$ cat src/rtl/frc_pkg.sv
// ----------------------------------------------------------------------------
// Fuel and speed rate calculator package
// Shared types, constants and codes for the trip computer rate block.
// ----------------------------------------------------------------------------
`default_nettype none

package frc_pkg;

	// Field widths
	localparam int unsigned MODE_W  = 2;
	localparam int unsigned DATA_W  = 16;
	localparam int unsigned SUM_W   = 32;
	localparam int unsigned PROD_W  = SUM_W + DATA_W;
	localparam int unsigned CFG_IDX_W = 2;

	// Item modes
	localparam logic [MODE_W-1:0] MODE_FUEL  = 2'd0;
	localparam logic [MODE_W-1:0] MODE_SPEED = 2'd1;
	localparam logic [MODE_W-1:0] MODE_STEP  = 2'd2;

	// Register indexes on the configuration channel
	localparam logic [CFG_IDX_W-1:0] REG_FUEL_SCALE      = 2'd0;
	localparam logic [CFG_IDX_W-1:0] REG_SPEED_SCALE     = 2'd1;
	localparam logic [CFG_IDX_W-1:0] REG_INJECTION_SCALE = 2'd2;

	// Register reset values
	localparam logic [DATA_W-1:0] FUEL_SCALE_RST      = 16'd7;
	localparam logic [DATA_W-1:0] SPEED_SCALE_RST     = 16'd0;
	localparam logic [DATA_W-1:0] INJECTION_SCALE_RST = 16'd524;

	// Consumption factor: 100 in 8.8 format
	localparam logic [DATA_W-1:0] LP100_FACTOR = 16'(100 << 8);
	localparam logic [DATA_W-1:0] SAT16        = 16'hFFFF;

	// Sequencer states
	typedef enum logic [2:0] {
		S_IDLE,
		S_INJ,
		S_LPH,
		S_KPH,
		S_LP,
		S_DIVST,
		S_DIV,
		S_DONE
	} state_t;

	// Divider request and status
	typedef struct packed {
		logic              start;
		logic [SUM_W-1:0]  num;
		logic [DATA_W-1:0] den;
	} div_req_t;

	typedef struct packed {
		logic              busy;
		logic              done;
		logic [DATA_W-1:0] quo;
	} div_sts_t;

	// Saturate the 8.8 scaled product to 16 bits
	function automatic logic [DATA_W-1:0] sat_scaled(input logic [PROD_W-1:0] p);
		logic [DATA_W-1:0] r;
		if (|p[PROD_W-1:2*8+DATA_W-8]) begin
			r = SAT16;
		end else begin
			r = p[DATA_W+7:8];
		end
		return r;
	endfunction

endpackage

`default_nettype wire

$ cat src/rtl/frc_in_if.sv
// ----------------------------------------------------------------------------
// Input channel
// Carries one event or step tick word with a valid/ready handshake.
// ----------------------------------------------------------------------------
`default_nettype none

interface frc_in_if import frc_pkg::*; ();
	logic              valid;
	logic              ready;
	logic [MODE_W-1:0] mode;
	logic [DATA_W-1:0] amount;
	logic              second_boundary;

	modport source (output valid, output mode, output amount, output second_boundary,
		input ready);
	modport sink (input valid, input mode, input amount, input second_boundary,
		output ready);
endinterface

`default_nettype wire

$ cat src/rtl/frc_out_if.sv
// ----------------------------------------------------------------------------
// Result channel
// Carries one rate result word with a valid/ready handshake.
// ----------------------------------------------------------------------------
`default_nettype none

interface frc_out_if import frc_pkg::*; ();
	logic              valid;
	logic              ready;
	logic [DATA_W-1:0] injection_ms;
	logic              rates_valid;
	logic [DATA_W-1:0] litres_per_hour;
	logic [DATA_W-1:0] speed_kph;
	logic [DATA_W-1:0] litres_per_100km;

	modport source (output valid, output injection_ms, output rates_valid,
		output litres_per_hour, output speed_kph, output litres_per_100km, input ready);
	modport sink (input valid, input injection_ms, input rates_valid,
		input litres_per_hour, input speed_kph, input litres_per_100km, output ready);
endinterface

`default_nettype wire

$ cat src/rtl/frc_cfg_if.sv
// ----------------------------------------------------------------------------
// Configuration write channel
// Carries a register index and write data with a valid/ready handshake.
// ----------------------------------------------------------------------------
`default_nettype none

interface frc_cfg_if import frc_pkg::*; ();
	logic                 valid;
	logic                 ready;
	logic [CFG_IDX_W-1:0] index;
	logic [DATA_W-1:0]    data;

	modport source (output valid, output index, output data, input ready);
	modport sink (input valid, input index, input data, output ready);
endinterface

`default_nettype wire

$ cat src/rtl/frc_mul.sv
// ----------------------------------------------------------------------------
// Shared multiplier
// One 32 by 16 bit unsigned multiplier with a registered product.
// ----------------------------------------------------------------------------
`default_nettype none

module frc_mul import frc_pkg::*; (
	input  wire logic              clk,
	input  wire logic [SUM_W-1:0]  a,
	input  wire logic [DATA_W-1:0] b,
	output logic [PROD_W-1:0]      p_q
);

	// Product register, read by the sequencer in the cycle after the operands.
	always_ff @(posedge clk) begin
		p_q <= PROD_W'(a) * PROD_W'(b);
	end

endmodule

`default_nettype wire

$ cat src/rtl/frc_div.sv
// ----------------------------------------------------------------------------
// Consumption divider
// Restoring divider, one quotient bit per cycle, saturating at 16 bits.
// ----------------------------------------------------------------------------
`default_nettype none

module frc_div import frc_pkg::*; (
	input  wire logic     clk,
	input  wire logic     arst_n,
	input  wire div_req_t req,
	output div_sts_t      sts
);

	localparam int unsigned CNT_W = $clog2(DATA_W);

	logic              busy_q;
	logic              done_q;
	logic              sat_q;
	logic [CNT_W-1:0]  cnt_q;
	logic [DATA_W-1:0] rem_q;
	logic [DATA_W-1:0] quo_q;
	logic [DATA_W-1:0] den_q;
	logic [DATA_W:0]   trial;
	logic [DATA_W:0]   diff;
	logic              take;

	// One restoring step: shift in the next dividend bit and try to subtract.
	always_comb begin
		trial = {rem_q, quo_q[DATA_W-1]};
		diff  = trial - {1'b0, den_q};
		take  = (trial >= {1'b0, den_q});
	end

	// Control: busy while the steps run, done pulses after the last step.
	always_ff @(posedge clk or negedge arst_n) begin
		if (!arst_n) begin
			busy_q <= 1'b0;
			done_q <= 1'b0;
			cnt_q  <= '0;
		end else begin
			done_q <= 1'b0;
			if (req.start) begin
				busy_q <= 1'b1;
				cnt_q  <= '0;
			end else if (busy_q) begin
				cnt_q <= cnt_q + 1'b1;
				if (cnt_q == CNT_W'(DATA_W - 1)) begin
					busy_q <= 1'b0;
					done_q <= 1'b1;
				end
			end
		end
	end

	// Datapath: a quotient of 2^16 or more is caught up front as saturation,
	// so the upper dividend half seeds the remainder directly.
	always_ff @(posedge clk) begin
		if (req.start) begin
			rem_q <= req.num[SUM_W-1:DATA_W];
			quo_q <= req.num[DATA_W-1:0];
			den_q <= req.den;
			sat_q <= (req.num[SUM_W-1:DATA_W] >= req.den);
		end else if (busy_q) begin
			rem_q <= take ? diff[DATA_W-1:0] : trial[DATA_W-1:0];
			quo_q <= {quo_q[DATA_W-2:0], take};
		end
	end

	assign sts.busy = busy_q;
	assign sts.done = done_q;
	assign sts.quo  = sat_q ? SAT16 : quo_q;

endmodule

`default_nettype wire

$ cat src/rtl/fuel_speed_rate_calculator.sv
// ----------------------------------------------------------------------------
// Fuel and speed rate calculator
// Trip computer rate block: step and second sums, injection time and rates.
// ----------------------------------------------------------------------------
// Usage:
//   item   - input words: fuel event, speed event or step tick (mode field).
//   result - one result word per step tick; events and unused modes give none.
//   cfg    - register writes, always ready; write only while the block is idle.
// Sequencing and throughput:
//   Fuel and speed events are absorbed in the cycle they are accepted, so
//   events can arrive back to back.
//   A step tick without a second boundary runs two multiplier passes worth
//   of sequencing (S_INJ, S_LPH), then loads the result in S_DONE.
//   A step tick on a second boundary runs four passes of the shared 32x16
//   multiplier and then, unless the speed is zero, the one-bit-per-cycle
//   divider before the result register is loaded.
//   The input is not ready while a step tick is in progress.
// Reset and stall:
//   Reset loads the scale registers with their defaults and clears all sums.
//   A finished result sits in the output register until taken; the block
//   accepts further items meanwhile and only waits when the next result is
//   ready to be written.
// ----------------------------------------------------------------------------
`default_nettype none

module fuel_speed_rate_calculator import frc_pkg::*; (
	input  wire logic clk,
	input  wire logic arst_n,
	frc_in_if.sink    item,
	frc_out_if.source result,
	frc_cfg_if.sink   cfg
);

	state_t            state_q, state_d;

	logic [DATA_W-1:0] fuel_scale_q, speed_scale_q, injection_scale_q;
	logic [DATA_W-1:0] step_fuel_q, last_inj_q, step_speed_q;
	logic [SUM_W-1:0]  sec_fuel_q;
	logic [DATA_W-1:0] sec_speed_q;
	logic              bnd_q;
	logic [DATA_W-1:0] inj_q, lph_q, kph_q, lp100_q;

	logic              out_valid_q;
	logic [DATA_W-1:0] out_inj_q, out_lph_q, out_kph_q, out_lp100_q;
	logic              out_rv_q;

	logic              accept;
	logic              load_out;
	logic [SUM_W-1:0]  mul_a;
	logic [DATA_W-1:0] mul_b;
	logic [PROD_W-1:0] prod_q;
	div_req_t          div_req;
	div_sts_t          div_sts;

	// Shared multiplier and divider
	frc_mul u_mul (
		.clk (clk),
		.a   (mul_a),
		.b   (mul_b),
		.p_q (prod_q)
	);

	frc_div u_div (
		.clk    (clk),
		.arst_n (arst_n),
		.req    (div_req),
		.sts    (div_sts)
	);

	assign accept    = item.valid && item.ready;
	assign cfg.ready = 1'b1;

	// State register
	always_ff @(posedge clk or negedge arst_n) begin
		if (!arst_n) begin
			state_q <= S_IDLE;
		end else begin
			state_q <= state_d;
		end
	end

	// Next state, multiplier operand selection and divider start
	always_comb begin
		state_d     = state_q;
		item.ready  = 1'b0;
		mul_a       = '0;
		mul_b       = '0;
		load_out    = 1'b0;
		div_req.start = 1'b0;
		div_req.num   = prod_q[SUM_W-1:0];
		div_req.den   = kph_q;
		unique case (state_q)
			S_IDLE: begin
				item.ready = 1'b1;
				if (item.valid && item.mode == MODE_STEP) begin
					state_d = S_INJ;
				end
			end
			S_INJ: begin
				mul_a   = SUM_W'(last_inj_q);
				mul_b   = injection_scale_q;
				state_d = S_LPH;
			end
			S_LPH: begin
				mul_a   = sec_fuel_q;
				mul_b   = fuel_scale_q;
				state_d = bnd_q ? S_KPH : S_DONE;
			end
			S_KPH: begin
				mul_a   = SUM_W'(sec_speed_q);
				mul_b   = speed_scale_q;
				state_d = S_LP;
			end
			S_LP: begin
				mul_a   = SUM_W'(lph_q);
				mul_b   = LP100_FACTOR;
				state_d = S_DIVST;
			end
			S_DIVST: begin
				if (kph_q != '0) begin
					div_req.start = 1'b1;
					state_d       = S_DIV;
				end else begin
					state_d = S_DONE;
				end
			end
			S_DIV: begin
				if (div_sts.done) begin
					state_d = S_DONE;
				end
			end
			S_DONE: begin
				if (!out_valid_q || result.ready) begin
					load_out = 1'b1;
					state_d  = S_IDLE;
				end
			end
			default: begin
				state_d = S_IDLE;
			end
		endcase
	end

	// Configuration registers
	always_ff @(posedge clk or negedge arst_n) begin
		if (!arst_n) begin
			fuel_scale_q      <= FUEL_SCALE_RST;
			speed_scale_q     <= SPEED_SCALE_RST;
			injection_scale_q <= INJECTION_SCALE_RST;
		end else if (cfg.valid) begin
			unique case (cfg.index)
				REG_FUEL_SCALE:      fuel_scale_q      <= cfg.data;
				REG_SPEED_SCALE:     speed_scale_q     <= cfg.data;
				REG_INJECTION_SCALE: injection_scale_q <= cfg.data;
				default: ;
			endcase
		end
	end

	// Step and second sums. A step tick folds the step sums in at accept;
	// the last injection is cleared once the multiplier has read it.
	always_ff @(posedge clk or negedge arst_n) begin
		if (!arst_n) begin
			step_fuel_q  <= '0;
			last_inj_q   <= '0;
			step_speed_q <= '0;
			sec_fuel_q   <= '0;
			sec_speed_q  <= '0;
			bnd_q        <= 1'b0;
		end else begin
			if (accept) begin
				case (item.mode)
					MODE_FUEL: begin
						step_fuel_q <= step_fuel_q + item.amount;
						last_inj_q  <= item.amount;
					end
					MODE_SPEED: begin
						step_speed_q <= step_speed_q + item.amount;
					end
					MODE_STEP: begin
						sec_fuel_q   <= sec_fuel_q + SUM_W'(step_fuel_q);
						sec_speed_q  <= sec_speed_q + step_speed_q;
						step_fuel_q  <= '0;
						step_speed_q <= '0;
						bnd_q        <= item.second_boundary;
					end
					default: ;
				endcase
			end
			if (state_q == S_INJ) begin
				last_inj_q <= '0;
			end
			if (load_out && bnd_q) begin
				sec_fuel_q  <= '0;
				sec_speed_q <= '0;
			end
		end
	end

	// Result fields, captured from the multiplier and divider in turn
	always_ff @(posedge clk) begin
		if (accept) begin
			lph_q   <= '0;
			kph_q   <= '0;
			lp100_q <= '0;
		end
		case (state_q)
			S_LPH:   inj_q   <= prod_q[DATA_W+7:8];
			S_KPH:   lph_q   <= sat_scaled(prod_q);
			S_LP:    kph_q   <= sat_scaled(prod_q);
			S_DIV:   lp100_q <= div_sts.quo;
			default: ;
		endcase
	end

	// Output register
	always_ff @(posedge clk or negedge arst_n) begin
		if (!arst_n) begin
			out_valid_q <= 1'b0;
		end else if (load_out) begin
			out_valid_q <= 1'b1;
		end else if (result.ready) begin
			out_valid_q <= 1'b0;
		end
	end

	always_ff @(posedge clk) begin
		if (load_out) begin
			out_inj_q   <= inj_q;
			out_rv_q    <= bnd_q;
			out_lph_q   <= lph_q;
			out_kph_q   <= kph_q;
			out_lp100_q <= lp100_q;
		end
	end

	assign result.valid            = out_valid_q;
	assign result.injection_ms     = out_inj_q;
	assign result.rates_valid      = out_rv_q;
	assign result.litres_per_hour  = out_lph_q;
	assign result.speed_kph        = out_kph_q;
	assign result.litres_per_100km = out_lp100_q;

`ifndef SYNTH
	// A step tick always starts the sequencer on the injection pass.
	a_step_starts: assert property (@(posedge clk) disable iff (!arst_n)
		accept && item.mode == MODE_STEP |=> state_q == S_INJ)
		else $error("step tick did not start the sequencer");

	// The divider is never started with a zero speed.
	a_div_den: assert property (@(posedge clk) disable iff (!arst_n)
		div_req.start |-> div_req.den != '0)
		else $error("divider started with zero divisor");

	// The divider is idle whenever the block takes new words.
	a_div_idle: assert property (@(posedge clk) disable iff (!arst_n)
		state_q == S_IDLE |-> !div_sts.busy)
		else $error("divider busy while sequencer idle");

	// Without a second boundary all rate fields are zero.
	a_no_rates: assert property (@(posedge clk) disable iff (!arst_n)
		result.valid && !result.rates_valid |-> result.litres_per_hour == '0
		&& result.speed_kph == '0 && result.litres_per_100km == '0)
		else $error("rate fields set without second boundary");
`endif

endmodule

`default_nettype wire
$ cat src/flat_wrapper.sv
// flat-port wrapper written by rule: the top's interface ports become plain ports
module fuel_speed_rate_calculator_flat import frc_pkg::*;
  (clk, arst_n, item_valid, item_mode, item_amount, item_second_boundary, item_ready, result_valid, result_injection_ms, result_rates_valid, result_litres_per_hour, result_speed_kph, result_litres_per_100km, result_ready, cfg_valid, cfg_index, cfg_data, cfg_ready);
  frc_in_if item_i ();
  frc_out_if result_i ();
  frc_cfg_if cfg_i ();
  input  wire logic clk;
  input  wire logic arst_n;
  input wire logic [$bits(item_i.valid)-1:0] item_valid;
  input wire logic [$bits(item_i.mode)-1:0] item_mode;
  input wire logic [$bits(item_i.amount)-1:0] item_amount;
  input wire logic [$bits(item_i.second_boundary)-1:0] item_second_boundary;
  output wire logic [$bits(item_i.ready)-1:0] item_ready;
  output wire logic [$bits(result_i.valid)-1:0] result_valid;
  output wire logic [$bits(result_i.injection_ms)-1:0] result_injection_ms;
  output wire logic [$bits(result_i.rates_valid)-1:0] result_rates_valid;
  output wire logic [$bits(result_i.litres_per_hour)-1:0] result_litres_per_hour;
  output wire logic [$bits(result_i.speed_kph)-1:0] result_speed_kph;
  output wire logic [$bits(result_i.litres_per_100km)-1:0] result_litres_per_100km;
  input wire logic [$bits(result_i.ready)-1:0] result_ready;
  input wire logic [$bits(cfg_i.valid)-1:0] cfg_valid;
  input wire logic [$bits(cfg_i.index)-1:0] cfg_index;
  input wire logic [$bits(cfg_i.data)-1:0] cfg_data;
  output wire logic [$bits(cfg_i.ready)-1:0] cfg_ready;
  assign item_i.valid = item_valid;
  assign item_i.mode = item_mode;
  assign item_i.amount = item_amount;
  assign item_i.second_boundary = item_second_boundary;
  assign item_ready = item_i.ready;
  assign result_valid = result_i.valid;
  assign result_injection_ms = result_i.injection_ms;
  assign result_rates_valid = result_i.rates_valid;
  assign result_litres_per_hour = result_i.litres_per_hour;
  assign result_speed_kph = result_i.speed_kph;
  assign result_litres_per_100km = result_i.litres_per_100km;
  assign result_i.ready = result_ready;
  assign cfg_i.valid = cfg_valid;
  assign cfg_i.index = cfg_index;
  assign cfg_i.data = cfg_data;
  assign cfg_ready = cfg_i.ready;
  fuel_speed_rate_calculator u_core (.clk(clk), .arst_n(arst_n), .item(item_i), .result(result_i), .cfg(cfg_i));
endmodule
$ cat config.mk
export PLATFORM = sky130hd
export DESIGN_NAME = fuel_speed_rate_calculator_flat
export DESIGN_NICKNAME = d
export VERILOG_FILES = /design/src/rtl/frc_pkg.sv /design/src/rtl/frc_in_if.sv /design/src/rtl/frc_out_if.sv /design/src/rtl/frc_cfg_if.sv /design/src/rtl/frc_mul.sv /design/src/rtl/frc_div.sv /design/src/rtl/fuel_speed_rate_calculator.sv /design/src/flat_wrapper.sv
export SDC_FILE = /design/constraint.sdc
export NUM_CORES = 2
export LEC_CHECK = 0
export BUFFER_PORTS_ARGS = -buffer_cell sky130_fd_sc_hd__buf_2
export CORE_MARGIN = 4
export CORE_UTILIZATION = 45
export DETAILED_ROUTE_END_ITERATION = 10
export PLACE_DENSITY = 0.71
export REMOVE_ABC_BUFFERS = 1
export SLEW_MARGIN = 20
export SYNTH_ARGS = -nofsm -noshare
export SYNTH_HDL_FRONTEND = slang
export SYNTH_HIERARCHICAL = 1
export SYNTH_SLANG_ARGS = --single-unit
$ cat constraint.sdc
create_clock -name clk -period 9.55 [get_ports clk]
set_input_delay 0.955 -clock clk [delete_from_list [all_inputs] [get_ports clk]]
set_output_delay 0.955 -clock clk [all_outputs]
set_load 0.02 [all_outputs]
Yosys cells after proc, flatten, opt, wreduce, memory -nomap -nowiden

Index checks and enable logic that the tools add are counted.

Reductions and logical operators: 30
Muxes and demuxes: 45
Shift operators: 0
Equality and inequality tests: 15
Bitwise operators: 0
$add $sub $neg: 6
Magnitude comparators: 2
Multiply operators: 1
Div/mod/pow operators: 0

Operators with widths:

| kind                                                                   | count |
|---|---|
| 16-bit two-way mux                                                     | 17 |
| 32-bit one-hot mux with 4 select lines                                 | 1 |
| 32-bit two-way mux                                                     | 3 |
| 16-bit one-hot mux with 2 select lines                                 | 2 |
| 16-bit one-hot mux with 4 select lines                                 | 1 |
| 16-bit adder                                                           | 3 |
| 32-bit by 16-bit multiplier with 48-bit output                         | 1 |
| 32-bit by 16-bit adder with 32-bit output                              | 1 |
| 3-bit one-hot mux with 8 select lines                                  | 1 |
| 24-bit OR reduction                                                    | 1 |
| 2-bit nonzero test                                                     | 11 |
| 17-bit by 16-bit greater-or-equal comparator with 1-bit output         | 1 |
| 16-bit greater-or-equal comparator                                     | 1 |
| 2-bit AND reduction                                                    | 8 |
| 16-bit nonzero test                                                    | 1 |
| 16-bit subtractor                                                      | 1 |
| 1-bit two-way mux                                                      | 14 |
| 3-bit equality test (second input constant)                            | 4 |
| 3-bit two-way mux                                                      | 4 |
| 4-bit two-way mux                                                      | 2 |
| 3-bit by 2-bit equality test with 1-bit output (second input constant) | 2 |
| 4-bit by 1-bit adder with 4-bit output (second input constant)         | 1 |
| 2-bit by 1-bit equality test with 1-bit output (second input constant) | 2 |
| 2-bit equality test (second input constant)                            | 2 |
| other kinds (10)                                                       | 14 |

Bits in writable memories: 0
Flip-flop bits (word level): 381
Memories kept: 0
Output and inout port bits: 68
Bits in read-only memories: 0
Input bits: 42
Latch bits: 0

Logic depth before layout (Yosys ltp)

Depth after elaboration: 7
Depth in mapped cells: 33
Mapped depth without buffers: 29

Hierarchy

The synthesis kept the hierarchy.

Modules (own cells, without submodules):

| module                     | times used | cells each | area each (µm²) |
|---|---|---|---|
| frc_mul                    | 1          | 1945       | 17176.5 |
| fuel_speed_rate_calculator | 1          | 1167       | 13496.7 |
| frc_div                    | 1          | 357        | 3681.0 |

Least setup slack after synthesis

No wires, ideal clock.

Path type: reg-to-reg
Start point: register u_core.state_q[0]
End point: register u_core.u_mul.p_q[46]
Cell stages (with the launch flop): 32
Required time: 9.478 ns
Setup slack: 2.047 ns
Period minus slack after synthesis: 7.503 ns
Arrival: 7.431 ns
Buffers on the path: 3
Path through: dfrtp_1 -> inv_1 -> ha_1 -> inv_1 -> nor2_1 -> clkbuf_1 -> buf_1 -> a22oi_1 -> nand2_1 -> clkbuf_1 -> nand2_1 -> fa_1 -> inv_1 -> fa_1 -> inv_1 -> fa_1 -> inv_1 -> fa_1 -> fa_1 -> inv_1 -> fa_1 -> inv_1 -> ha_1 -> o21a_1 -> o21a_1 -> o211ai_1 -> a21oi_1 -> or3_4 -> a41o_4 -> a31o_2 -> a311oi_2 -> xnor2_1

Word-level cells in the longest chain between the ends: 3
Elaborated cells on any way between the ends: 7
Classes of those cells: mul (1); eq/ne (4); mux (2)

RTL lines:

| what                                              | line                             | source |
|---|---|---|
| from (decl)                                       | fuel_speed_rate_calculator.sv:34 | `state_t state_q, state_d;` |
| from (signal assigned)                            | fuel_speed_rate_calculator.sv:78 | `state_q <= state_d;` |
| 3-bit equality test, or another cell as far along | fuel_speed_rate_calculator.sv:92 | `unique case (state_q)` |
| 16-bit one-hot mux with 4 select lines *          | fuel_speed_rate_calculator.sv:92 |  |
| named net u_core.mul_b[9]                         | fuel_speed_rate_calculator.sv:50 | `logic [DATA_W-1:0] mul_b;` |
| 32-bit by 16-bit multiplier with 48-bit output *  | frc_mul.sv:16                    | `p_q <= PROD_W'(a) * PROD_W'(b);` |
| to (signal assigned)                              | frc_mul.sv:16                    |  |
| to (decl)                                         | frc_mul.sv:11                    | `output logic [PROD_W-1:0] p_q` |

Mark *: on every way through the listed nets, which the timed path passes. The rest lies on a longest branch.
A chain may end at the register's enable or synchronous reset.

Worst setup path after layout

Same ends and word-level chain as after synthesis.

==> metrics <==
DRT iter0 DRCs=around 2200; Sink Count=381; Clock Pin Slew Worst Setup and Hold Paths=60 ps; Post-layout nets=around 4200; LEAKAGE=~17 nW; unrepaired setup endpoints after global routing=no; Hold Vio Cnt, Final=0; fin crit share=0.915; Initial Utilization=0.453; cts hold-fix bufs=0; switch share=0.447; Setup TNS=0 ps; Via density=5.50; Max-Cap Viols=0; Max Clock Freq=~0.11 GHz; initial antenna violation count=1; number of placed instances, taps included=4465; P_int=just under 5 mW; skew final=roughly 28 ps; chip width=roughly 280 microns; total grt overflow=0; row count=~100; Filler cells=just under 7000; gr busiest metal=met2; P_sw=a little under 4 mW; layout cell share with drive strength beyond 1=0.103; Antenna Nets Post-Route=0; RePlAce Congestion=between 0.9 and 1; shortest period the worst path allows=between 8000 and 9000 ps; Synth Instances=approximately 3500; critical path peak fanout=47; status=finished clean; DRT Pass-1 Iters=5; Arr. time, crit path=approximately 9200 ps; drt drc=0; final setup vio count=0; clk buf depth=3; CTS buffer count=42; WP data required=~10000 ps; relative slew slack=0.294; Worst VDD drop=approximately 0.14 mV; CTS tree=built; sequential power share=0.306; H-tree levels=2; Hold Path Class=flop to flop; CTS root buf=clkbuf_16; met2 Use GR=0.348; Final Non-Filler Cells=roughly 4500; GR Util met1=0.305; I/O Pins=110; Pins Over Slew Limit=0; Yosys warning total=6; core area=75800 sq um; Layout area overhead=8.97%; routed wire length=around 87000 microns; startpoint types=flop; vias in the first global route=~26000; GR Util met3=0.0432; critical path type=flop to flop; first-pass GRT wire length=roughly 140000 microns; Worst Tran Pin Value=~1100 ps; clock share of power=0.184; setup repair bufs after CTS=0; post-synthesis cell area=between 30000 and 40000 sq um; clock insertion delay at the later pin of the skew report=580 ps; IO Port Bufs=about 110; Avg Inst Size Synth=9.90 sq um; all-layer global routing usage=0.217; crit-path most repeated cell=fa_1; Die H=284 microns; total die area=80800 sq um; wire length per cell=19.1 microns; Post-CTS Resized=0; Via Count=approximately 25000; DP HPWL=around 66000 microns; Combinational Power Share=0.510; Crit. End Element=flop; PD cells=between 200 and 250 nW/um^2; pin count of the biggest net entering global routing=slightly below 100; Slowest cell on crit path=nand2_1; largest stage delay on the critical path=about 590 ps
==> sequential cells by signal, indices dropped and copies added, names as in the netlist, 3 cells and up <==
signal and cells:
u_core/inj_q 16, u_core/u_div/cnt_q 4, u_core/injection_scale_q 16, u_core/step_fuel_q 16, u_core/u_div/den_q 16, u_core/result.injection_ms 16
u_core/last_inj_q 16, u_core/result.litres_per_100km 16, u_core/kph_q 16, u_core/fuel_scale_q 16, u_core/lp100_q 16, u_core/sec_speed_q 16
u_core/result.litres_per_hour 16, u_core/sec_fuel_q 32, u_core/speed_scale_q 16, u_core/step_speed_q 16, u_core/u_div/rem_q 16, u_core/u_div/quo_q 16
u_core/state_q 3, u_core/u_mul/p_q 48, u_core/result.speed_kph 16, u_core/lph_q 16
==> per-layer routing <==
layer | part of all wire | wire, microns
met1 | 0.44 | 38300
met2 | 0.46 | 39800
met3 | 0.077 | 6690
met4 | 0.024 | 2110
met5 | 0 | 0
==> area by class of cell <==
type	instances	area, sq um	share of cell area
clock buffers	55	1150	0.0308
inverters	517	1940	0.0518
clock inverters	21	226	0.00605
multi-input cells	2417	21700	0.579
flip-flops and latches	381	10200	0.272
diodes	2	5.00	0.000134
well taps	978	1220	0.0327
repair buffers	172	1030	0.0274
==> through the flow <==
step | area, sq um | util | total power, mW | worst slack, ps | hold WS [ps]
after floorplan | 33700 | - | 5.64 | 80.0 | 400
after global placement | 36000 | 0.475 | 7.06 | 1060 | 401
after detailed placement | 36000 | 0.475 | 7.16 | 926 | 405
after CTS | 37400 | 0.494 | 8.82 | 923 | 417
after global routing | 37400 | 0.494 | 9.47 | 99.9 | 419
final | 37400 | 0.494 | 8.82 | 808 | 416
==> power by group through the flow <==
stage | combinational, mW | clock, mW | sequential, mW
global route | 5.00 | 1.73 | 2.74
floorplan | 2.97 | 0 | 2.67
detailed placement | 4.44 | 0 | 2.72
global placement | 4.35 | 0 | 2.71
finish | 4.50 | 1.62 | 2.70
CTS | 4.47 | 1.66 | 2.69
==> critical path: cells and delay by family (launching register included) <==
family	cells	cell delay [ps]
flops	1	400
buf+inv	7	1370
simple gates	3	860
fa+ha+maj	8	3920
xor+xnor	1	150
compound gates	9	1890
==> cells in the final DEF, fill, tap and decap left out, drive strengths merged, types with 13 or more instances in the layout <==
cell type    n
edfxtp     178
nor4        15
a31oi       16
a21oi      120
dfrtp      149
a221o       18
or2         18
o211ai      19
nor2       137
nand2b      19
a22o        43
xor2        53
nand4       19
o21bai      13
a21o        35
ha         220
or3         16
buf        172
a22oi       16
nand2      517
nor3        34
o21ai      101
a211oi      14
and2       238
inv        520
nand3       35
xnor2       61
and3        31
dfxtp       48
mux2        64
clkbuf      55
fa         423
==> path summary, 6_finish.rpt <==
check                      cells past startpoint  slack (ps)                              from                                      endpoint
setup reg to reg                              28         810     u_core/state_q[0]$_DFFE_PN0P_                  u_core/u_mul/p_q[46]$_DFF_P_
hold reg to reg                                0         420  u_core/lp100_q[13]$_SDFFCE_PN0P_  u_core/result.litres_per_100km[13]$_DFFE_PP_
setup / recovery                              28         810     u_core/state_q[0]$_DFFE_PN0P_                  u_core/u_mul/p_q[46]$_DFF_P_
hold / removal                                 0         420  u_core/lp100_q[13]$_SDFFCE_PN0P_  u_core/result.litres_per_100km[13]$_DFFE_PP_
min in group asynchronous                      1         510                            arst_n            u_core/step_fuel_q[14]$_DFFE_PN0P_
max in group asynchronous                      2        7690                            arst_n              u_core/sec_fuel_q[1]$_DFFE_PN0P_
No activity file was read; power rests on OpenSTA's default activity.
